===== config.mk =====
export PLATFORM = sky130hd
export DESIGN_NAME = hsv_to_rgb_converter
export DESIGN_NICKNAME = d
export VERILOG_FILES = /design/src/hsvrgb_pkg.sv /design/src/hsv_to_rgb_converter.sv
export SDC_FILE = /design/constraint.sdc
export NUM_CORES = 2
export LEC_CHECK = 0
export BUFFER_PORTS_ARGS = -buffer_cell sky130_fd_sc_hd__buf_2
export CAP_MARGIN = 10
export CORE_MARGIN = 1
export CORE_UTILIZATION = 40
export DETAILED_ROUTE_END_ITERATION = 16
export GPL_TIMING_DRIVEN = 0
export HOLD_SLACK_MARGIN = 0.08
export PLACE_DENSITY_LB_ADDON = 0.25
export SLEW_MARGIN = 30
export SYNTH_ARGS = -nofsm -noshare
export SYNTH_HDL_FRONTEND = slang
export SYNTH_SLANG_ARGS = --single-unit

===== constraint.sdc =====
create_clock -name clk -period 10.1 [get_ports clk]
set_clock_uncertainty 0.05 [all_clocks]
set_input_delay 0 -clock clk [delete_from_list [all_inputs] [get_ports clk]]
set_output_delay 0 -clock clk [all_outputs]
set_load 0.005 [all_outputs]

===== src/hsvrgb_pkg.sv =====
// Package for the HSV to RGB color converter.
// Holds stream widths, arithmetic constants and hue sector codes.
// No dependencies; imported by hsv_to_rgb_converter.
package hsvrgb_pkg;

  localparam int HUE_W   = 9;
  localparam int PCT_W   = 7;
  localparam int CHAN_W  = 8;
  localparam int IN_W    = 24;
  localparam int OUT_W   = 24;

  localparam int NSTG    = 7;

  localparam int FRAC_W  = 6;
  localparam int FAC_W   = 13;
  localparam int NUM_W   = 20;
  localparam int SCL_W   = 28;
  localparam int RCP_W   = 21;
  localparam int PROD_W  = SCL_W + RCP_W;
  localparam int SHIFT   = 40;
  localparam int QUO_W   = PROD_W - SHIFT;

  localparam logic [HUE_W-1:0]  HUE_WRAP  = 9'd360;
  localparam logic [PCT_W-1:0]  PCT_MAX   = 7'd100;
  localparam logic [FAC_W-1:0]  FAC_FULL  = 13'd6000;
  localparam logic [SCL_W-1:0]  LEVEL_DEN = 28'd600000;
  localparam logic [RCP_W-1:0]  DEN_RCP   = 21'd1832519;
  localparam logic [CHAN_W-1:0] CHAN_MAX  = 8'd255;

  typedef enum logic [2:0] {
    SEC_RED_YEL  = 3'd0,
    SEC_YEL_GRN  = 3'd1,
    SEC_GRN_CYN  = 3'd2,
    SEC_CYN_BLU  = 3'd3,
    SEC_BLU_MAG  = 3'd4,
    SEC_MAG_RED  = 3'd5
  } sector_t;

  typedef logic [2:0][FAC_W-1:0]  fac_vec_t;
  typedef logic [2:0][NUM_W-1:0]  num_vec_t;
  typedef logic [2:0][SCL_W-1:0]  scl_vec_t;
  typedef logic [2:0][QUO_W-1:0]  quo_vec_t;
  typedef logic [2:0][CHAN_W-1:0] chan_vec_t;

endpackage


===== src/hsv_to_rgb_converter.sv =====
// HSV to RGB color converter, seven-stage pipeline.
// Depends on hsvrgb_pkg for widths, constants and sector codes.
//
//   channel | direction | tdata fields (low bit up)
//   in_     | slave     | hue[8:0], saturation[15:9], brightness[22:16], zero[23]
//   out_    | master    | red[7:0], green[15:8], blue[23:16]
//
// One beat can enter every cycle while the output is not stalled.
// The stage chain is: wrap and clamp, sector split, level factors,
// brightness multiply, scale by 255, reciprocal multiply, and the quotient correction.
// Reset clears the valid bits of every stage; data registers are not reset.
// A stage holds while its successor is full and stalled, and empty stages fill up.
module hsv_to_rgb_converter
  import hsvrgb_pkg::*;
(
  input  logic             clk,
  input  logic             rst_n,
  input  logic             in_tvalid,
  output logic             in_tready,
  input  logic [IN_W-1:0]  in_tdata,   // hue, saturation, brightness
  output logic             out_tvalid,
  input  logic             out_tready,
  output logic [OUT_W-1:0] out_tdata   // red, green, blue
);

  logic [NSTG:1] vld_r;
  logic [NSTG:1] rdy;

  logic [HUE_W-1:0]  hue1_r;
  logic [PCT_W-1:0]  sat1_r, brt1_r;
  sector_t           sec2_r;
  logic [FRAC_W-1:0] frac2_r;
  logic [PCT_W-1:0]  sat2_r, brt2_r;
  fac_vec_t          fac3_r;
  logic [PCT_W-1:0]  brt3_r;
  num_vec_t          num4_r;
  scl_vec_t          scl5_r;
  scl_vec_t          scl6_r;
  quo_vec_t          quo6_r;
  chan_vec_t         chan7_r;

  logic [HUE_W-1:0]  hue_in, hue_wrap;
  logic [PCT_W-1:0]  sat_in, brt_in, sat_clip, brt_clip;
  sector_t           sec_nxt;
  logic [HUE_W-1:0]  base_nxt;
  logic [HUE_W-1:0]  frac_wide;
  logic [FAC_W-1:0]  s_frac, s_sixty, fac_p, fac_q, fac_t;
  fac_vec_t          fac_nxt;
  num_vec_t          num_nxt;
  scl_vec_t          scl_nxt;
  logic [2:0][PROD_W-1:0] prod;
  logic [2:0][SCL_W-1:0]  rem;
  logic [2:0][QUO_W-1:0]  quo_fix;
  chan_vec_t         chan_nxt;

  always_comb begin
    rdy[NSTG] = out_tready | ~vld_r[NSTG];
    for (int k = NSTG - 1; k >= 1; k--) begin
      rdy[k] = ~vld_r[k] | rdy[k+1];
    end
  end

  assign in_tready  = rdy[1];
  assign out_tvalid = vld_r[NSTG];
  assign out_tdata  = {chan7_r[2], chan7_r[1], chan7_r[0]};

  always_ff @(posedge clk) begin
    if (!rst_n) begin
      vld_r <= '0;
    end else begin
      if (rdy[1]) begin
        vld_r[1] <= in_tvalid;
      end
      for (int k = 2; k <= NSTG; k++) begin
        if (rdy[k]) begin
          vld_r[k] <= vld_r[k-1];
        end
      end
    end
  end

  // Stage 1: hue wrap and percent clamps.
  assign hue_in   = in_tdata[HUE_W-1:0];
  assign sat_in   = in_tdata[HUE_W +: PCT_W];
  assign brt_in   = in_tdata[HUE_W+PCT_W +: PCT_W];
  assign hue_wrap = (hue_in >= HUE_WRAP) ? hue_in - HUE_WRAP : hue_in;
  assign sat_clip = (sat_in > PCT_MAX) ? PCT_MAX : sat_in;
  assign brt_clip = (brt_in > PCT_MAX) ? PCT_MAX : brt_in;

  always_ff @(posedge clk) begin
    if (rdy[1]) begin
      hue1_r <= hue_wrap;
      sat1_r <= sat_clip;
      brt1_r <= brt_clip;
    end
  end

  // Stage 2: sector and fraction within the sector.
  always_comb begin
    if (hue1_r >= 9'd300) begin
      sec_nxt  = SEC_MAG_RED;
      base_nxt = 9'd300;
    end else if (hue1_r >= 9'd240) begin
      sec_nxt  = SEC_BLU_MAG;
      base_nxt = 9'd240;
    end else if (hue1_r >= 9'd180) begin
      sec_nxt  = SEC_CYN_BLU;
      base_nxt = 9'd180;
    end else if (hue1_r >= 9'd120) begin
      sec_nxt  = SEC_GRN_CYN;
      base_nxt = 9'd120;
    end else if (hue1_r >= 9'd60) begin
      sec_nxt  = SEC_YEL_GRN;
      base_nxt = 9'd60;
    end else begin
      sec_nxt  = SEC_RED_YEL;
      base_nxt = 9'd0;
    end
    frac_wide = hue1_r - base_nxt;
  end

  always_ff @(posedge clk) begin
    if (rdy[2]) begin
      sec2_r  <= sec_nxt;
      frac2_r <= frac_wide[FRAC_W-1:0];
      sat2_r  <= sat1_r;
      brt2_r  <= brt1_r;
    end
  end

  // Stage 3: level factors over 6000 and their placement by sector.
  always_comb begin
    s_frac  = FAC_W'(sat2_r) * FAC_W'(frac2_r);
    s_sixty = FAC_W'(sat2_r) * FAC_W'(7'd60);
    fac_p   = FAC_FULL - s_sixty;
    fac_q   = FAC_FULL - s_frac;
    fac_t   = fac_p + s_frac;
    case (sec2_r)
      SEC_RED_YEL: fac_nxt = {fac_p, fac_t, FAC_FULL};
      SEC_YEL_GRN: fac_nxt = {fac_p, FAC_FULL, fac_q};
      SEC_GRN_CYN: fac_nxt = {fac_t, FAC_FULL, fac_p};
      SEC_CYN_BLU: fac_nxt = {FAC_FULL, fac_q, fac_p};
      SEC_BLU_MAG: fac_nxt = {FAC_FULL, fac_p, fac_t};
      default:     fac_nxt = {fac_q, fac_p, FAC_FULL};
    endcase
  end

  always_ff @(posedge clk) begin
    if (rdy[3]) begin
      fac3_r <= fac_nxt;
      brt3_r <= brt2_r;
    end
  end

  // Stage 4: level numerators over 600000.
  always_comb begin
    for (int c = 0; c < 3; c++) begin
      num_nxt[c] = NUM_W'(brt3_r) * NUM_W'(fac3_r[c]);
    end
  end

  always_ff @(posedge clk) begin
    if (rdy[4]) begin
      num4_r <= num_nxt;
    end
  end

  // Stage 5: scale by 255.
  always_comb begin
    for (int c = 0; c < 3; c++) begin
      scl_nxt[c] = {num4_r[c], 8'd0} - SCL_W'(num4_r[c]);
    end
  end

  always_ff @(posedge clk) begin
    if (rdy[5]) begin
      scl5_r <= scl_nxt;
    end
  end

  // Stage 6: quotient estimate by reciprocal, low by at most one.
  always_comb begin
    for (int c = 0; c < 3; c++) begin
      prod[c] = PROD_W'(scl5_r[c]) * PROD_W'(DEN_RCP);
    end
  end

  always_ff @(posedge clk) begin
    if (rdy[6]) begin
      for (int c = 0; c < 3; c++) begin
        quo6_r[c] <= prod[c][PROD_W-1:SHIFT];
      end
      scl6_r <= scl5_r;
    end
  end

  // Stage 7: remainder check and final clamp.
  always_comb begin
    for (int c = 0; c < 3; c++) begin
      rem[c]     = scl6_r[c] - SCL_W'(quo6_r[c]) * LEVEL_DEN;
      quo_fix[c] = (rem[c] >= LEVEL_DEN) ? quo6_r[c] + QUO_W'(1) : quo6_r[c];
      chan_nxt[c] = (quo_fix[c] > QUO_W'(CHAN_MAX)) ? CHAN_MAX : quo_fix[c][CHAN_W-1:0];
    end
  end

  always_ff @(posedge clk) begin
    if (rdy[7]) begin
      chan7_r <= chan_nxt;
    end
  end

endmodule

==> metrics.yaml <==
setup_path:
  crit_end: "out_tdata[19]"
  cp_num_cells: 30
  r2r-end: "out_tdata[19]"
  rr_worst_depth: 30
  slowest_stage: "edfxtp_1"
  cp_top_family: "compound AO/OA/AOI/OAI gates"
  path_buf_inv: 4
  crit_start: "quo6_r[18]"
  startpoint_type: "flip-flop"
  reg2reg_from: "quo6_r[18]"
  end_kind: "flip-flop"
  worst-setup-path-type: "flip-flop to flip-flop"
  slowest_delay_ps: 790
  arrival_ps: 9450
  r2r_slack_ps: 970
  worst-endpoint-required_ps: 10410
  path_max_fanout: 10
detailed_routing:
  met2WireLength_um: 64300
  num_vias: 41500
  firstDrtPassIters: 5
  highest_layer: "met4"
  ant_nets: 0
  drtIter0Drc: 2146
  route.met3.wl_um: 6370
  wl_met1_um: 68300
  drc: 0
  wl_per_cell_um: 16.9
  vias_per_cell: 4.97
  wl_um: 141000
synthesis:
  syn_area_per_cell_um2: 10.1
  synth_flop_cell: "edfxtp_1"
  synth_seq_area_share: 0.173
  synth_area_leaders: "fa_1 (32%), ha_1 (20%), edfxtp_1 (17%)"
  yosys_warnings: 0
  synth_edf_count: 353
  syn_area_um2: 62000
  yosys.cell_types.count: 82
  synthArstFlopShare: 0
  syn_inst: 6108
  yosys_register_bits: 360
  yosysTopAreaCell: "fa_1"
  synth_nets: 8111
  synth_top_area_share: 0.323
clock_tree:
  cts_buffer_depth: 3
  cts_resized: 0
  clk_pin_slew_ps: 70
  cts_buffers: 48
  cts_tree: "yes"
  clock_latency_ps: 640
  ctsHtreeMaxLevel: 2
  root_buffer: "clkbuf_16"
  numClockSinks: 360
sta:
  fin_crit_sh: 0.904
  tightest_slew_ps: 894
  period_needed_ps: 9130
  tns_ps: 0
  slew_violations: 0
  relSlewSlack: 0.400
  hold_viol: 0
  setup_viol_count_final: 0
  max_freq_ghz: 0.109
  rsz0062_at_grt: "no"
floorplanning:
  chipWidth_um: 396
  start_util: 0.403
  die-area_um2: 156000
  io_pins: 54
  row_count: 144
  core_area_um2: 154000
  die_h_um: 396
global_routing:
  grt_pass1_wl_um: 235000
  gr-usage-all-layers: 0.187
  grt_pass1_vias: 44000
  gr-total-overflow: 0
  grt_max_degree: 76
  antenna_found_initial: 1
cells_and_area:
  register_area_um2: 10700
  syn2layout_area_growth_pct: 8.24
  fillers: 14800
  multi_input_area_um2: 45200
  design_area_um2: 67100
  drive_gt1_frac: 0.0276
  fin_nets: 8264
placement:
  portBuffers: 52
  routabilityCongestion: 0.907
  place_hpwl_um: 122000
  place_area_um2: 64900
flow_run:
  max-cap-violations: 0
worst_hold_path:
  min_path_type: "input pin to flip-flop"
run_status:
  status: "completed"
## repair_timing
item / in CTS / in global routing
hold buffers: 46 / 0
hold endpoints to repair: 31 / 0
buffers inserted: 0 / 0
setup endpoints to repair: 0 / 0
## cells in the final DEF (no fill, tap or decap), drive strengths merged, types with 11 or more instances in the layout
master	n
nor2b	42
nand4	31
o31ai	14
o211ai	14
nand3	51
dlygate4sd3	46
fa	1000
a31oi	17
clkbuf	119
xor2	87
nand2	368
nand2b	42
clkinv	19
a211o	11
nor3	58
o41ai	15
buf	63
inv	1550
a211oi	38
edfxtp	353
ha	975
a22oi	13
o21a	47
and2	123
and3	30
o21ai	153
nor2	218
nor3b	12
o21bai	41
or2	11
a21o	102
a21oi	242
nor4	22
or3	18
xnor2	204
## tightest hold or removal path, cell delays in order
cell	delay [ps]
dlygate4sd3_1	520
buf_2	100
and2_1	110
## registers in the layout, summed over array words and instances (netlist names)
register,cells
scl5_r,84
scl6_r,66
num4_r,60
fac3_r,39
quo6_r,27
out_tdata,24
hue1_r,9
brt1_r,7
brt2_r,7
brt3_r,7
sat1_r,7
sat2_r,7
vld_r,7
frac2_r,6
sec2_r,3
## final cells by class
type                       instances  share of cell area
buffer                            70             0.00414
antenna                            1           0.0000373
sequential                       360               0.160
clock inverter                    34             0.00659
tap                             2044              0.0381
clock buffer                      55              0.0183
multi-input combinational       4132               0.673
inverter                        1546              0.0866
timing repair buffer             103              0.0126
## stage by stage
step                       util  cells  hold WS (ps)  worst slack [ps]
after CTS                 0.436   8344          80.3               956
after global placement    0.421   8204           140              1040
after global routing      0.436   8344           126               180
after detailed placement  0.422   8209           146              1040
after floorplan               -   6108          48.9              2300
final                     0.436   8345           132               967
## worst min-delay path by stage
stage | slack, ps | start | cells past startpoint | to
final | 130 | in_tdata[13] | 3 | sat1_r[4]
after global routing | 130 | in_tdata[13] | 3 | sat1_r[4]
after CTS | 80 | in_tdata[22] | 3 | brt1_r[6]
after detailed placement | 150 | in_tdata[2] | 1 | hue1_r[2]
after global placement | 140 | in_tdata[2] | 1 | hue1_r[2]
after floorplan | 50 | in_tdata[0] | 0 | hue1_r[0]
## Yosys cell counts, drive strengths merged (13+ instances only)
| library cell | number |
|---|---|
| ha | 975 |
| o21bai | 41 |
| a22oi | 13 |
| o21a | 47 |
| and3 | 30 |
| nand2b | 42 |
| fa | 1000 |
| nand4 | 31 |
| nor4 | 22 |
| or3 | 18 |
| a31oi | 17 |
| a21oi | 242 |
| xor2 | 87 |
| nor3 | 58 |
| and2 | 123 |
| edfxtp | 353 |
| o41ai | 15 |
| o21ai | 153 |
| xnor2 | 204 |
| nor2 | 218 |
| nand2 | 368 |
| o211ai | 14 |
| o31ai | 14 |
| nand3 | 51 |
| nor2b | 42 |
| a21o | 102 |
| inv | 1546 |
| a211oi | 38 |
| clkbuf | 64 |
## routing by layer
layer | track usage | up-vias
met2 | 0.302 | 806
li1 | - | 20000
met1 | 0.274 | 20600
met3 | 0.0208 | 140
met4 | 0.0327 | 0
met5 | 0 | -
## cells by family after synthesis
| group | after synthesis | share of synthesized area |
|---|---|---|
| AOI/OAI and AO/OA | 799 | 0.0836 |
| xor gates and xnor gates | 291 | 0.0413 |
| adders and majority gates | 1976 | 0.520 |
| buffers and inverters | 1616 | 0.0981 |
| DFF | 360 | 0.173 |
| muxes | 5 | 0.000808 |
| and+or+nand+nor | 1061 | 0.0827 |
Power is left out: the tool's default activity adds up to more than one toggle a clock period on the data nets, which glitch-free logic cannot reach.
